==> config.mk <==
export PLATFORM = sky130hd
export DESIGN_NAME = frame_rms_level_meter_unit_flat
export DESIGN_NICKNAME = d
export VERILOG_FILES = /design/src/flm_pkg.sv /design/src/flm_in_if.sv /design/src/flm_out_if.sv /design/src/flm_front.sv /design/src/flm_queue.sv /design/src/flm_back.sv /design/src/frame_rms_level_meter_unit.sv /design/src/flat_wrapper.sv
export VERILOG_INCLUDE_DIRS = /design/src /design/src/src
export SDC_FILE = /design/constraint.sdc
export NUM_CORES = 2
export LEC_CHECK = 0
export BUFFER_PORTS_ARGS = -buffer_cell sky130_fd_sc_hd__buf_2
export CAP_MARGIN = 0
export CORE_ASPECT_RATIO = 2
export CORE_MARGIN = 2
export CORE_UTILIZATION = 65
export DETAILED_ROUTE_END_ITERATION = 10
export HOLD_SLACK_MARGIN = 0.12
export PLACE_DENSITY = 0.87
export SYNTH_ARGS = -nofsm -noshare
export SYNTH_HDL_FRONTEND = slang
export SYNTH_SLANG_ARGS = --single-unit
==> constraint.sdc <==
create_clock -name i_clk -period 11.4 [get_ports i_clk]
set_input_delay 1.71 -clock i_clk [delete_from_list [all_inputs] [get_ports i_clk]]
set_output_delay 1.71 -clock i_clk [all_outputs]
set_load 0.02 [all_outputs]
==> src/assert_macros.svh <==
// assertion helpers for the level meter
`ifndef ASSERT_MACROS_SVH
`define ASSERT_MACROS_SVH

`ifndef NO_ASSERTIONS
// property checked on every rising clock edge outside reset
`define FLM_ASSERT(label, clk, rst_n, prop) \
    label: assert property (@(posedge clk) disable iff (!rst_n) prop) \
        else $error("flm: assertion failed");
// antecedent this cycle, consequent in the next cycle
`define FLM_ASSERT_NEXT(label, clk, rst_n, ante, cons) \
    label: assert property (@(posedge clk) disable iff (!rst_n) (ante) |=> (cons)) \
        else $error("flm: assertion failed");
`else
`define FLM_ASSERT(label, clk, rst_n, prop)
`define FLM_ASSERT_NEXT(label, clk, rst_n, ante, cons)
`endif

`endif

==> src/flm_pkg.sv <==
`timescale 1ns / 1ps
package flm_pkg;

    localparam int unsigned SAMPLE_W = 16;
    localparam int unsigned ENERGY_W = 41;
    localparam int unsigned TOTAL_W  = 32;
    localparam int unsigned LEVEL_W  = 10;
    localparam int unsigned MS_W     = 32;
    localparam int unsigned LEN_W    = 11;
    localparam int unsigned RATE_W   = 16;

    // config port
    localparam int unsigned CFG_IDX_W  = 1;
    localparam int unsigned CFG_DATA_W = 16;
    localparam logic [CFG_IDX_W-1:0] CFG_FRAME_LENGTH = 1'b0;
    localparam logic [CFG_IDX_W-1:0] CFG_SAMPLE_RATE  = 1'b1;

    localparam logic [LEN_W-1:0]  FRAME_LENGTH_RST = 11'd640;
    localparam logic [RATE_W-1:0] SAMPLE_RATE_RST  = 16'd16000;

    localparam logic [9:0]         MS_PER_S  = 10'd1000;
    localparam logic [LEVEL_W-1:0] LEVEL_MAX = 10'd1023;

    // back end iteration
    localparam int unsigned QUOT_W     = 42;
    localparam int unsigned ROOT_W     = QUOT_W / 2;
    localparam int unsigned SREM_W     = ROOT_W + 2;
    localparam int unsigned STEP_W     = 6;
    localparam int unsigned DIV_STEPS  = QUOT_W;
    localparam int unsigned SQRT_STEPS = ROOT_W;

    typedef enum logic [2:0] {
        BK_IDLE,
        BK_MUL,
        BK_DIV,
        BK_SQRT,
        BK_DONE
    } t_bk_state;

    typedef struct packed {
        logic busy;
        logic done;
    } t_bk_status;

endpackage

==> src/flm_in_if.sv <==
`timescale 1ns / 1ps
interface flm_in_if;
    logic                                valid;
    logic                                ready;
    logic signed [flm_pkg::SAMPLE_W-1:0] sample;
    logic                                frame_end;
    logic                                stream_start;

    modport source (output valid, output sample, output frame_end, output stream_start,
                    input ready);
    modport sink (input valid, input sample, input frame_end, input stream_start,
                  output ready);
endinterface

==> src/flm_out_if.sv <==
`timescale 1ns / 1ps
interface flm_out_if;
    logic                         valid;
    logic                         ready;
    logic [flm_pkg::LEVEL_W-1:0]  level;
    logic [flm_pkg::MS_W-1:0]     elapsed_ms;

    modport source (output valid, output level, output elapsed_ms, input ready);
    modport sink (input valid, input level, input elapsed_ms, output ready);
endinterface

==> src/flm_front.sv <==
`timescale 1ns / 1ps
module flm_front #(
    parameter int MAX_FRAME = 1024,
    parameter int CNT_W     = 11
) (
    input  logic                         i_clk,
    input  logic                         i_rst_n,
    flm_in_if.sink                       i_smp,
    input  logic [flm_pkg::LEN_W-1:0]    i_frame_length,
    output logic                         o_push_valid,
    output logic [flm_pkg::ENERGY_W-1:0] o_push_energy,
    output logic [CNT_W-1:0]             o_push_count,
    output logic [flm_pkg::TOTAL_W-1:0]  o_push_total,
    input  logic                         i_push_ready
);

    logic [flm_pkg::ENERGY_W-1:0] r_energy;
    logic [CNT_W-1:0]             r_count;
    logic [flm_pkg::TOTAL_W-1:0]  r_total;

    logic                         w_accept;
    logic [flm_pkg::ENERGY_W-1:0] w_base_e;
    logic [CNT_W-1:0]             w_base_c;
    logic [flm_pkg::TOTAL_W-1:0]  w_base_t;
    logic [flm_pkg::SAMPLE_W-1:0] w_mag;
    logic [2*flm_pkg::SAMPLE_W-1:0] w_sq;
    logic [flm_pkg::ENERGY_W:0]   w_sum;
    logic [flm_pkg::ENERGY_W-1:0] n_energy;
    logic [CNT_W-1:0]             n_count;
    logic [flm_pkg::TOTAL_W-1:0]  n_total;
    logic [CNT_W-1:0]             w_eff_len;
    logic                         w_close;

    assign i_smp.ready = i_push_ready;
    assign w_accept    = i_smp.valid && i_smp.ready;

    always_comb begin
        // stream start wipes the running state before this sample counts
        w_base_e = i_smp.stream_start ? '0 : r_energy;
        w_base_c = i_smp.stream_start ? '0 : r_count;
        w_base_t = i_smp.stream_start ? '0 : r_total;

        w_mag = i_smp.sample[flm_pkg::SAMPLE_W-1] ? (~i_smp.sample + 1'b1) : i_smp.sample;
        w_sq  = w_mag * w_mag;
        w_sum = {1'b0, w_base_e}
              + {{(flm_pkg::ENERGY_W + 1 - 2*flm_pkg::SAMPLE_W){1'b0}}, w_sq};
        n_energy = w_sum[flm_pkg::ENERGY_W] ? '1 : w_sum[flm_pkg::ENERGY_W-1:0];
        n_count  = w_base_c + 1'b1;
        n_total  = (&w_base_t) ? w_base_t : w_base_t + 1'b1;

        if (i_frame_length == '0) begin
            w_eff_len = CNT_W'(1);
        end else if (32'(i_frame_length) > 32'(MAX_FRAME)) begin
            w_eff_len = CNT_W'(MAX_FRAME);
        end else begin
            w_eff_len = CNT_W'(i_frame_length);
        end

        w_close = i_smp.frame_end || (n_count >= w_eff_len);
    end

    assign o_push_valid  = w_accept && w_close;
    assign o_push_energy = n_energy;
    assign o_push_count  = n_count;
    assign o_push_total  = n_total;

    always_ff @(posedge i_clk) begin
        if (!i_rst_n) begin
            r_energy <= '0;
            r_count  <= '0;
            r_total  <= '0;
        end else if (w_accept) begin
            r_total <= n_total;
            if (w_close) begin
                r_energy <= '0;
                r_count  <= '0;
            end else begin
                r_energy <= n_energy;
                r_count  <= n_count;
            end
        end
    end

endmodule

==> src/flm_queue.sv <==
`timescale 1ns / 1ps
module flm_queue #(
    parameter int W     = 8,
    parameter int DEPTH = 2
) (
    input  logic         i_clk,
    input  logic         i_rst_n,
    input  logic         i_push_valid,
    input  logic [W-1:0] i_push_data,
    output logic         o_push_ready,
    output logic         o_pop_valid,
    output logic [W-1:0] o_pop_data,
    input  logic         i_pop_ready
);

    localparam int PTR_W = (DEPTH > 1) ? $clog2(DEPTH) : 1;

    logic [W-1:0]     r_slot [DEPTH];
    logic [PTR_W-1:0] r_wr_ptr;
    logic [PTR_W-1:0] r_rd_ptr;
    logic [PTR_W:0]   r_fill;

    logic w_push;
    logic w_pop;

    assign o_push_ready = (r_fill != (PTR_W+1)'(DEPTH));
    assign o_pop_valid  = (r_fill != '0);
    assign o_pop_data   = r_slot[r_rd_ptr];
    assign w_push       = i_push_valid && o_push_ready;
    assign w_pop        = o_pop_valid && i_pop_ready;

    always_ff @(posedge i_clk) begin
        if (w_push) begin
            r_slot[r_wr_ptr] <= i_push_data;
        end
    end

    always_ff @(posedge i_clk) begin
        if (!i_rst_n) begin
            r_wr_ptr <= '0;
            r_rd_ptr <= '0;
            r_fill   <= '0;
        end else begin
            if (w_push) begin
                r_wr_ptr <= (r_wr_ptr == PTR_W'(DEPTH - 1)) ? '0 : r_wr_ptr + 1'b1;
            end
            if (w_pop) begin
                r_rd_ptr <= (r_rd_ptr == PTR_W'(DEPTH - 1)) ? '0 : r_rd_ptr + 1'b1;
            end
            case ({w_push, w_pop})
                2'b10:   r_fill <= r_fill + 1'b1;
                2'b01:   r_fill <= r_fill - 1'b1;
                default: r_fill <= r_fill;
            endcase
        end
    end

endmodule

==> src/flm_back.sv <==
`timescale 1ns / 1ps
module flm_back #(
    parameter int CNT_W = 11
) (
    input  logic                         i_clk,
    input  logic                         i_rst_n,
    input  logic                         i_job_valid,
    input  logic [flm_pkg::ENERGY_W-1:0] i_job_energy,
    input  logic [CNT_W-1:0]             i_job_count,
    input  logic [flm_pkg::TOTAL_W-1:0]  i_job_total,
    output logic                         o_job_ready,
    input  logic [flm_pkg::RATE_W-1:0]   i_sample_rate,
    output flm_pkg::t_bk_status          o_status,
    flm_out_if.source                    o_lvl
);

    localparam int QW = flm_pkg::QUOT_W;
    localparam int RW = flm_pkg::ROOT_W;
    localparam int SW = flm_pkg::SREM_W;
    localparam int MW = flm_pkg::RATE_W;

    flm_pkg::t_bk_state r_state;
    flm_pkg::t_bk_state n_state;

    logic [flm_pkg::STEP_W-1:0] r_step;
    logic [QW-1:0]              r_edq;
    logic [CNT_W-1:0]           r_erem;
    logic [CNT_W-1:0]           r_cnt;
    logic [QW-1:0]              r_mdq;
    logic [MW-1:0]              r_mrem;
    logic [flm_pkg::TOTAL_W-1:0] r_tot;
    logic [SW-1:0]              r_srem;
    logic [RW-1:0]              r_root;
    logic                       r_out_valid;
    logic [flm_pkg::LEVEL_W-1:0] r_level;
    logic [flm_pkg::MS_W-1:0]   r_ms;

    logic              w_load_out;
    logic              w_last_div;
    logic              w_last_sqrt;
    logic [QW-1:0]     w_prod;
    logic [CNT_W:0]    w_e_trial;
    logic [CNT_W:0]    w_e_diff;
    logic              w_e_ge;
    logic [MW:0]       w_m_trial;
    logic [MW:0]       w_m_diff;
    logic              w_m_ge;
    logic [SW+1:0]     w_s_trial;
    logic [SW+1:0]     w_s_test;
    logic [SW+1:0]     w_s_diff;
    logic              w_s_ge;

    assign w_last_div  = (r_step == flm_pkg::STEP_W'(flm_pkg::DIV_STEPS - 1));
    assign w_last_sqrt = (r_step == flm_pkg::STEP_W'(flm_pkg::SQRT_STEPS - 1));
    assign w_prod      = r_tot * flm_pkg::MS_PER_S;

    // one restoring step of each divider and of the square root
    always_comb begin
        w_e_trial = {r_erem, r_edq[QW-1]};
        w_e_ge    = (w_e_trial >= {1'b0, r_cnt});
        w_e_diff  = w_e_trial - {1'b0, r_cnt};
        w_m_trial = {r_mrem, r_mdq[QW-1]};
        w_m_ge    = (w_m_trial >= {1'b0, i_sample_rate});
        w_m_diff  = w_m_trial - {1'b0, i_sample_rate};
        w_s_trial = {r_srem, r_edq[QW-1 -: 2]};
        w_s_test  = {2'b00, r_root, 2'b01};
        w_s_ge    = (w_s_trial >= w_s_test);
        w_s_diff  = w_s_trial - w_s_test;
    end

    always_comb begin
        n_state = r_state;
        unique case (r_state)
            flm_pkg::BK_IDLE: if (i_job_valid) n_state = flm_pkg::BK_MUL;
            flm_pkg::BK_MUL:  n_state = flm_pkg::BK_DIV;
            flm_pkg::BK_DIV:  if (w_last_div) n_state = flm_pkg::BK_SQRT;
            flm_pkg::BK_SQRT: if (w_last_sqrt) n_state = flm_pkg::BK_DONE;
            flm_pkg::BK_DONE: if (w_load_out) n_state = flm_pkg::BK_IDLE;
            default:          n_state = flm_pkg::BK_IDLE;
        endcase
    end

    always_comb begin
        o_job_ready   = (r_state == flm_pkg::BK_IDLE);
        w_load_out    = (r_state == flm_pkg::BK_DONE) && (!r_out_valid || o_lvl.ready);
        o_status.busy = (r_state != flm_pkg::BK_IDLE);
        o_status.done = (r_state == flm_pkg::BK_DONE);
    end

    always_ff @(posedge i_clk) begin
        if (!i_rst_n) begin
            r_state     <= flm_pkg::BK_IDLE;
            r_out_valid <= 1'b0;
        end else begin
            r_state <= n_state;
            if (w_load_out) begin
                r_out_valid <= 1'b1;
            end else if (o_lvl.ready) begin
                r_out_valid <= 1'b0;
            end
        end
    end

    always_ff @(posedge i_clk) begin
        case (r_state)
            flm_pkg::BK_IDLE: begin
                if (i_job_valid) begin
                    r_edq  <= {{(QW - flm_pkg::ENERGY_W){1'b0}}, i_job_energy};
                    r_erem <= '0;
                    r_cnt  <= i_job_count;
                    r_tot  <= i_job_total;
                end
            end
            flm_pkg::BK_MUL: begin
                r_mdq  <= w_prod;
                r_mrem <= '0;
                r_step <= '0;
            end
            flm_pkg::BK_DIV: begin
                r_edq  <= {r_edq[QW-2:0], w_e_ge};
                r_erem <= w_e_ge ? w_e_diff[CNT_W-1:0] : w_e_trial[CNT_W-1:0];
                r_mdq  <= {r_mdq[QW-2:0], w_m_ge};
                r_mrem <= w_m_ge ? w_m_diff[MW-1:0] : w_m_trial[MW-1:0];
                if (w_last_div) begin
                    r_step <= '0;
                    r_srem <= '0;
                    r_root <= '0;
                end else begin
                    r_step <= r_step + 1'b1;
                end
            end
            flm_pkg::BK_SQRT: begin
                // energy quotient shifts out two bits per root digit
                r_edq  <= {r_edq[QW-3:0], 2'b00};
                r_srem <= w_s_ge ? w_s_diff[SW-1:0] : w_s_trial[SW-1:0];
                r_root <= {r_root[RW-2:0], w_s_ge};
                r_step <= r_step + 1'b1;
            end
            default: begin
                if (w_load_out) begin
                    r_level <= (|r_root[RW-1:flm_pkg::LEVEL_W+4]) ? flm_pkg::LEVEL_MAX
                                                                  : r_root[flm_pkg::LEVEL_W+3:4];
                    r_ms    <= (|r_mdq[QW-1:flm_pkg::MS_W]) ? '1 : r_mdq[flm_pkg::MS_W-1:0];
                end
            end
        endcase
    end

    assign o_lvl.valid      = r_out_valid;
    assign o_lvl.level      = r_level;
    assign o_lvl.elapsed_ms = r_ms;

endmodule

==> src/frame_rms_level_meter_unit.sv <==
`timescale 1ns / 1ps
`include "assert_macros.svh"
// frame rms level meter
//
// i_smp carries one signed 16-bit pcm sample per transfer, with frame_end and
// stream_start flags. the front end squares and accumulates each sample in the
// cycle of its transfer, so samples stream in at one per cycle while the queue
// has room. a frame closes after frame_length samples or on frame_end; the
// closing sample pushes the frame (energy, sample count, total samples) into a
// two-entry queue. the back end takes one frame at a time: it takes the frame,
// forms the total samples times 1000 product, runs bit-serial division (energy
// by count and product by sample rate, side by side), then the square root,
// then loads the output register that offers the result transfer on o_lvl.
// the back end takes no new frame until its result is loaded; with short
// frames the queue fills and i_smp.ready drops until a slot frees.
// a stalled o_lvl holds its result; the back end then waits in its last step,
// and samples keep flowing until the queue is full.
// reset clears the running sums, the queue and the output valid, and sets
// frame_length to 640 and sample_rate to 16000. config writes go through
// i_cfg_we / i_cfg_idx / i_cfg_data and take effect on the next cycle.
module frame_rms_level_meter_unit #(
    parameter int MAX_FRAME = 1024
) (
    input  logic                             i_clk,
    input  logic                             i_rst_n,
    flm_in_if.sink                           i_smp,
    flm_out_if.source                        o_lvl,
    input  logic                             i_cfg_we,
    input  logic [flm_pkg::CFG_IDX_W-1:0]    i_cfg_idx,
    input  logic [flm_pkg::CFG_DATA_W-1:0]   i_cfg_data
);

    // frame count has to hold the largest frame itself
    localparam int CNT_W = $clog2(MAX_FRAME + 1);
    localparam int JOB_W = flm_pkg::ENERGY_W + CNT_W + flm_pkg::TOTAL_W;
    localparam int QUEUE_DEPTH = 2;

    // config registers
    logic [flm_pkg::LEN_W-1:0]  r_frame_length;
    logic [flm_pkg::RATE_W-1:0] r_sample_rate;

    // front to queue
    logic                         w_push_valid;
    logic                         w_push_ready;
    logic [flm_pkg::ENERGY_W-1:0] w_push_energy;
    logic [CNT_W-1:0]             w_push_count;
    logic [flm_pkg::TOTAL_W-1:0]  w_push_total;

    // queue to back
    logic             w_job_valid;
    logic             w_job_ready;
    logic [JOB_W-1:0] w_job_data;

    flm_pkg::t_bk_status w_bk_status;

    always_ff @(posedge i_clk) begin
        if (!i_rst_n) begin
            r_frame_length <= flm_pkg::FRAME_LENGTH_RST;
            r_sample_rate  <= flm_pkg::SAMPLE_RATE_RST;
        end else if (i_cfg_we) begin
            unique case (i_cfg_idx)
                flm_pkg::CFG_FRAME_LENGTH: r_frame_length <= i_cfg_data[flm_pkg::LEN_W-1:0];
                flm_pkg::CFG_SAMPLE_RATE:  r_sample_rate  <= i_cfg_data[flm_pkg::RATE_W-1:0];
                default: ;
            endcase
        end
    end

    // accumulate and close frames
    flm_front #(
        .MAX_FRAME (MAX_FRAME),
        .CNT_W     (CNT_W)
    ) u_front (
        .i_clk          (i_clk),
        .i_rst_n        (i_rst_n),
        .i_smp          (i_smp),
        .i_frame_length (r_frame_length),
        .o_push_valid   (w_push_valid),
        .o_push_energy  (w_push_energy),
        .o_push_count   (w_push_count),
        .o_push_total   (w_push_total),
        .i_push_ready   (w_push_ready)
    );

    // closed frames wait here while the back end iterates
    flm_queue #(
        .W     (JOB_W),
        .DEPTH (QUEUE_DEPTH)
    ) u_queue (
        .i_clk        (i_clk),
        .i_rst_n      (i_rst_n),
        .i_push_valid (w_push_valid),
        .i_push_data  ({w_push_energy, w_push_count, w_push_total}),
        .o_push_ready (w_push_ready),
        .o_pop_valid  (w_job_valid),
        .o_pop_data   (w_job_data),
        .i_pop_ready  (w_job_ready)
    );

    // divide, root and elapsed time
    flm_back #(
        .CNT_W (CNT_W)
    ) u_back (
        .i_clk         (i_clk),
        .i_rst_n       (i_rst_n),
        .i_job_valid   (w_job_valid),
        .i_job_energy  (w_job_data[JOB_W-1 -: flm_pkg::ENERGY_W]),
        .i_job_count   (w_job_data[flm_pkg::TOTAL_W +: CNT_W]),
        .i_job_total   (w_job_data[flm_pkg::TOTAL_W-1:0]),
        .o_job_ready   (w_job_ready),
        .i_sample_rate (r_sample_rate),
        .o_status      (w_bk_status),
        .o_lvl         (o_lvl)
    );

    // a closing sample never finds the queue full
    `FLM_ASSERT(a_no_queue_overflow, i_clk, i_rst_n, w_push_valid |-> w_push_ready)
    // taking a frame starts the back end
    `FLM_ASSERT_NEXT(a_job_starts_back, i_clk, i_rst_n, w_job_valid && w_job_ready, w_bk_status.busy)
    // a new result only appears out of the final back end step
    `FLM_ASSERT(a_result_from_done, i_clk, i_rst_n, $rose(o_lvl.valid) |-> $past(w_bk_status.done))

endmodule
==> src/flat_wrapper.sv <==
// flat-port wrapper written by rule: the top's interface ports become plain ports
module frame_rms_level_meter_unit_flat 
#(
    parameter int MAX_FRAME = 1024
)
  (i_clk, i_rst_n, i_cfg_we, i_cfg_idx, i_cfg_data, i_smp_valid, i_smp_sample, i_smp_frame_end, i_smp_stream_start, i_smp_ready, o_lvl_valid, o_lvl_level, o_lvl_elapsed_ms, o_lvl_ready);
  flm_in_if i_smp_i ();
  flm_out_if o_lvl_i ();
  input  logic i_clk;
  input  logic i_rst_n;
  input  logic i_cfg_we;
  input  logic [flm_pkg::CFG_IDX_W-1:0] i_cfg_idx;
  input  logic [flm_pkg::CFG_DATA_W-1:0] i_cfg_data;
  input wire logic [$bits(i_smp_i.valid)-1:0] i_smp_valid;
  input wire logic [$bits(i_smp_i.sample)-1:0] i_smp_sample;
  input wire logic [$bits(i_smp_i.frame_end)-1:0] i_smp_frame_end;
  input wire logic [$bits(i_smp_i.stream_start)-1:0] i_smp_stream_start;
  output wire logic [$bits(i_smp_i.ready)-1:0] i_smp_ready;
  output wire logic [$bits(o_lvl_i.valid)-1:0] o_lvl_valid;
  output wire logic [$bits(o_lvl_i.level)-1:0] o_lvl_level;
  output wire logic [$bits(o_lvl_i.elapsed_ms)-1:0] o_lvl_elapsed_ms;
  input wire logic [$bits(o_lvl_i.ready)-1:0] o_lvl_ready;
  assign i_smp_i.valid = i_smp_valid;
  assign i_smp_i.sample = i_smp_sample;
  assign i_smp_i.frame_end = i_smp_frame_end;
  assign i_smp_i.stream_start = i_smp_stream_start;
  assign i_smp_ready = i_smp_i.ready;
  assign o_lvl_valid = o_lvl_i.valid;
  assign o_lvl_level = o_lvl_i.level;
  assign o_lvl_elapsed_ms = o_lvl_i.elapsed_ms;
  assign o_lvl_i.ready = o_lvl_ready;
  frame_rms_level_meter_unit #(.MAX_FRAME(MAX_FRAME)) u_core (.i_clk(i_clk), .i_rst_n(i_rst_n), .i_smp(i_smp_i), .o_lvl(o_lvl_i), .i_cfg_we(i_cfg_we), .i_cfg_idx(i_cfg_idx), .i_cfg_data(i_cfg_data));
endmodule
==> metrics.md <==
| Metric | Value |
|---|---|
| Remaining DRCs | 0 |
| Deepest clock path buffer count | 3 |
| Core area | 58020 um2 |
| Post-CTS Setup Bufs | 0 |
| Die Wd | approximately 180 um |
| Initial antenna violation count | 0 |
| Total grt overflow | 0 |
| CTS tree | done |
| Final setup fails | 0 |
| Worst setup SP type | input port |
| Crit path largest cell delay | 620 ps |
| Netlist cell types | slightly below 80 |
| Nets@finish | about 4.2k |
| Die Y | 346.8 um |
| Sequential fraction of the synthesis area | between 30% and 40% |
| Root buf cell | clkbuf_16 |
| Slew headroom | 23.54% |
| Post-synth EDFFs | a little over 400 |
| GR peak layer | met2 |
| RSZ-0062 raised after global routing | no |
| Hold Vio Cnt, Final | 0 |
| Hold WC Path Type | register to register |
| CTS buffer count | 42 |
| RePlAce Congestion | about 1.0 |
| Via density | 6.081 |
| Max Fclk | 98.64 MHz |
| Final Util | 70.46% |
| Met3 usage | 2.606% |
| Initial core utilization | 65.80% |
| Inserted Diodes | 0 |
| Clock slew at reported path FFs | around 70 ps |
| Met2 Resource Use GR | between 50% and 60% |
| Placed cell count | about 4.3k |
| Critical-path top delay cell | or4_1 |
| Yosys warning count | 0 |
| Status | completed |
| Post-synth ARST share | 0% |
| Vias in the first global route | around 29k |
| Critical Path Most Common Cell | fa_1 |
| Share of post-route cells with drive strength above 1 | ~8.7% |
| Final Cycle Share | 88.93% |
| DRT iter0 DRCs | 1870 |
| Antenna-violating nets left | 0 |
| Rows | 125 |
| Synth area leader | edfxtp_1 |
| Top_reg_cell synth | edfxtp_1 |
| Clock Skew | 21.42 ps |
| Fin cells | roughly 4.4k |
| Num Clock Sinks | ~530 |
| Worst hold margin | 465.5 ps |
| CP Max Fanout | 34 |
| Setup TNS | 0 ps |
| Hold_buf cts | 0 |
| GRT Resource Usage Total | 29.12% |
| Maxcap violations | 0 |
| WL final | between 80000 and 90000 um |
| First-pass GRT wire length | roughly 140000 um |
| Crit path capture type | register |
| H-tree Lvls | 2 |
| Synth top area share | 32.56% |
| GRT met1 Usage | around 28% |
| Post-Synthesis Cells | 3599 |
| Mapped cell area | 38180 um2 |
| DRT Pass-1 Iters | 5 |
| Max-slew violations | 0 |
| Clk Latency, worst-skew pair | 590 ps |
| Reg2reg setup slack | 5530 ps |
| Synth area leaders | edfxtp_1 (33%), fa_1 (16%), ha_1 (8.5%) |
| DR WL/cell | 19.65 um |
| CP required | between 10000 and 15000 ps |
| Pin count of the biggest net entering global routing | 70 |
| Syn Area/Cell | 10.61 um2 |
| Area grow syn2layout | 7.068% |
| Yosys reg bits | 534 |
| Die ar. | 60810 um2 |
| Least-Margin Pin Slew | 1140 ps |
| WS Path Type | input port to register |
| Critical Path AT | 10640 ps |
| Final min period | 10140 ps |
| Port Buf Inserts | 83 |
| IO Pins | 84 |
| Vias | 26.92k |
| Detailed Place HPWL | 65070 um |
| CTS resizes | 0 |
## layout by cell type, fill, tap and decap left out, types with 12 or more instances in the layout
cell | synthesis | layout
o21ai_0 | 122 | 121
dfxtp_1 | 120 | 118
a31oi_1 | 23 | 23
a21boi_0 | 70 | 69
o21a_1 | 15 | 15
a22o_1 | 12 | 12
inv_1 | 410 | 410
xnor2_1 | 100 | 99
a21oi_1 | 161 | 161
edfxtp_1 | 414 | 414
buf_2 | 5 | 82
and2_1 | 21 | 22
o211ai_1 | 16 | 16
mux2_2 | 46 | 46
nor2b_1 | 112 | 111
nand3_1 | 65 | 65
or3_1 | 13 | 13
nor3_1 | 29 | 29
nand2b_1 | 24 | 24
nor2_1 | 247 | 242
and4_1 | 14 | 14
buf_4 | 2 | 42
ha_1 | 259 | 259
a21o_1 | 48 | 48
or2_2 | 55 | 55
nand4_1 | 37 | 37
xor2_1 | 68 | 68
fa_1 | 314 | 314
a211oi_1 | 58 | 58
mux2i_1 | 81 | 81
o31ai_1 | 13 | 13
nand2_1 | 335 | 333
and3_1 | 24 | 24
clkbuf_16 | 0 | 43
## sequential cells by signal, indices dropped and copies added, names as in the netlist, 23 cells and up, named ones only
register and cells:
u_core.u_queue.r_slot 168, u_core.u_back.r_tot 32, u_core.u_back.o_lvl.elapsed_ms 32, u_core.u_back.r_mdq 42, u_core.u_front.r_total 32, u_core.u_back.r_srem 23
u_core.u_back.r_edq 42, u_core.u_front.r_energy 41
## stage by stage
step / setup slack (ps) / cell area (um2)
2_1_floorplan: 1877 / 38220
3_3_place_gp: 924.1 / 39420
3_5_place_dp: 774.2 / 39420
4_1_cts: 1356 / 40880
5_1_grt: 722.9 / 40880
6_report: 1262 / 40880
## layer usage
layer	wire, um	vias to the layer above
met4	6771	0
li1	-	12360
met2	48590	952
met5	0	-
met1	28300	13210
met3	3310	392
## area by class of cell
class,instances,area [um2]
Tap cell,762,953.4
Timing Repair Buffer,125,745.7
Inverter,416,1562
Clock inverter,27,349.1
Sequential cell,534,14840
Clock buffer,50,1112
Fill cell,4027,17140
Multi-Input combinational cell,2512,21320
## synth_stat cells (all sizes together), types with 29 or more instances
master / count
nand4: 37
xor2: 68
nand3: 65
o21ai: 122
or2: 55
fa: 314
nor2: 247
mux2i: 81
mux2: 46
nor3: 29
nand2: 335
inv: 410
a21boi: 71
clkbuf: 124
nor2b: 112
dfxtp: 120
a211oi: 58
edfxtp: 414
xnor2: 100
a21oi: 161
ha: 259
a21o: 48
## worst paths after layout
kind,cells after the start,startpoint,endpoint
worst max-delay path,29,i_smp_sample[3],u_core.u_front.r_energy[15]
worst min-delay path,2,u_core.u_front.r_energy[1],u_core.u_front.r_energy[1]
worst max register to register,19,u_core.u_front.r_energy[8],u_core.u_front.r_energy[15]
worst min register to register,2,u_core.u_front.r_energy[1],u_core.u_front.r_energy[1]
## worst max-delay path, delay by kind of cell
family | cells | cell delay [ps]
fa+ha+maj | 7 | 3410
simple gates | 7 | 1940
compound gates | 7 | 1820
buf+inv | 7 | 1160
xor+xnor | 1 | 560
## kinds of logic after synthesis
logic type               after synthesis  share of synthesized area [%]
AO/OA/AOI/OAI                        618                          10.52
AND/OR/NAND/NOR                     1015                          12.74
other                                  2                        0.01967
multiplexers                         127                          3.480
XOR/XNOR                             168                          3.854
adder cells (fa/ha/maj)              573                          24.95
buffers and inverters                562                          5.580
flip-flops                           534                          38.85
Power is left out: the tool's default activity adds up to more than one toggle a clock period on the data nets, which glitch-free logic cannot reach.
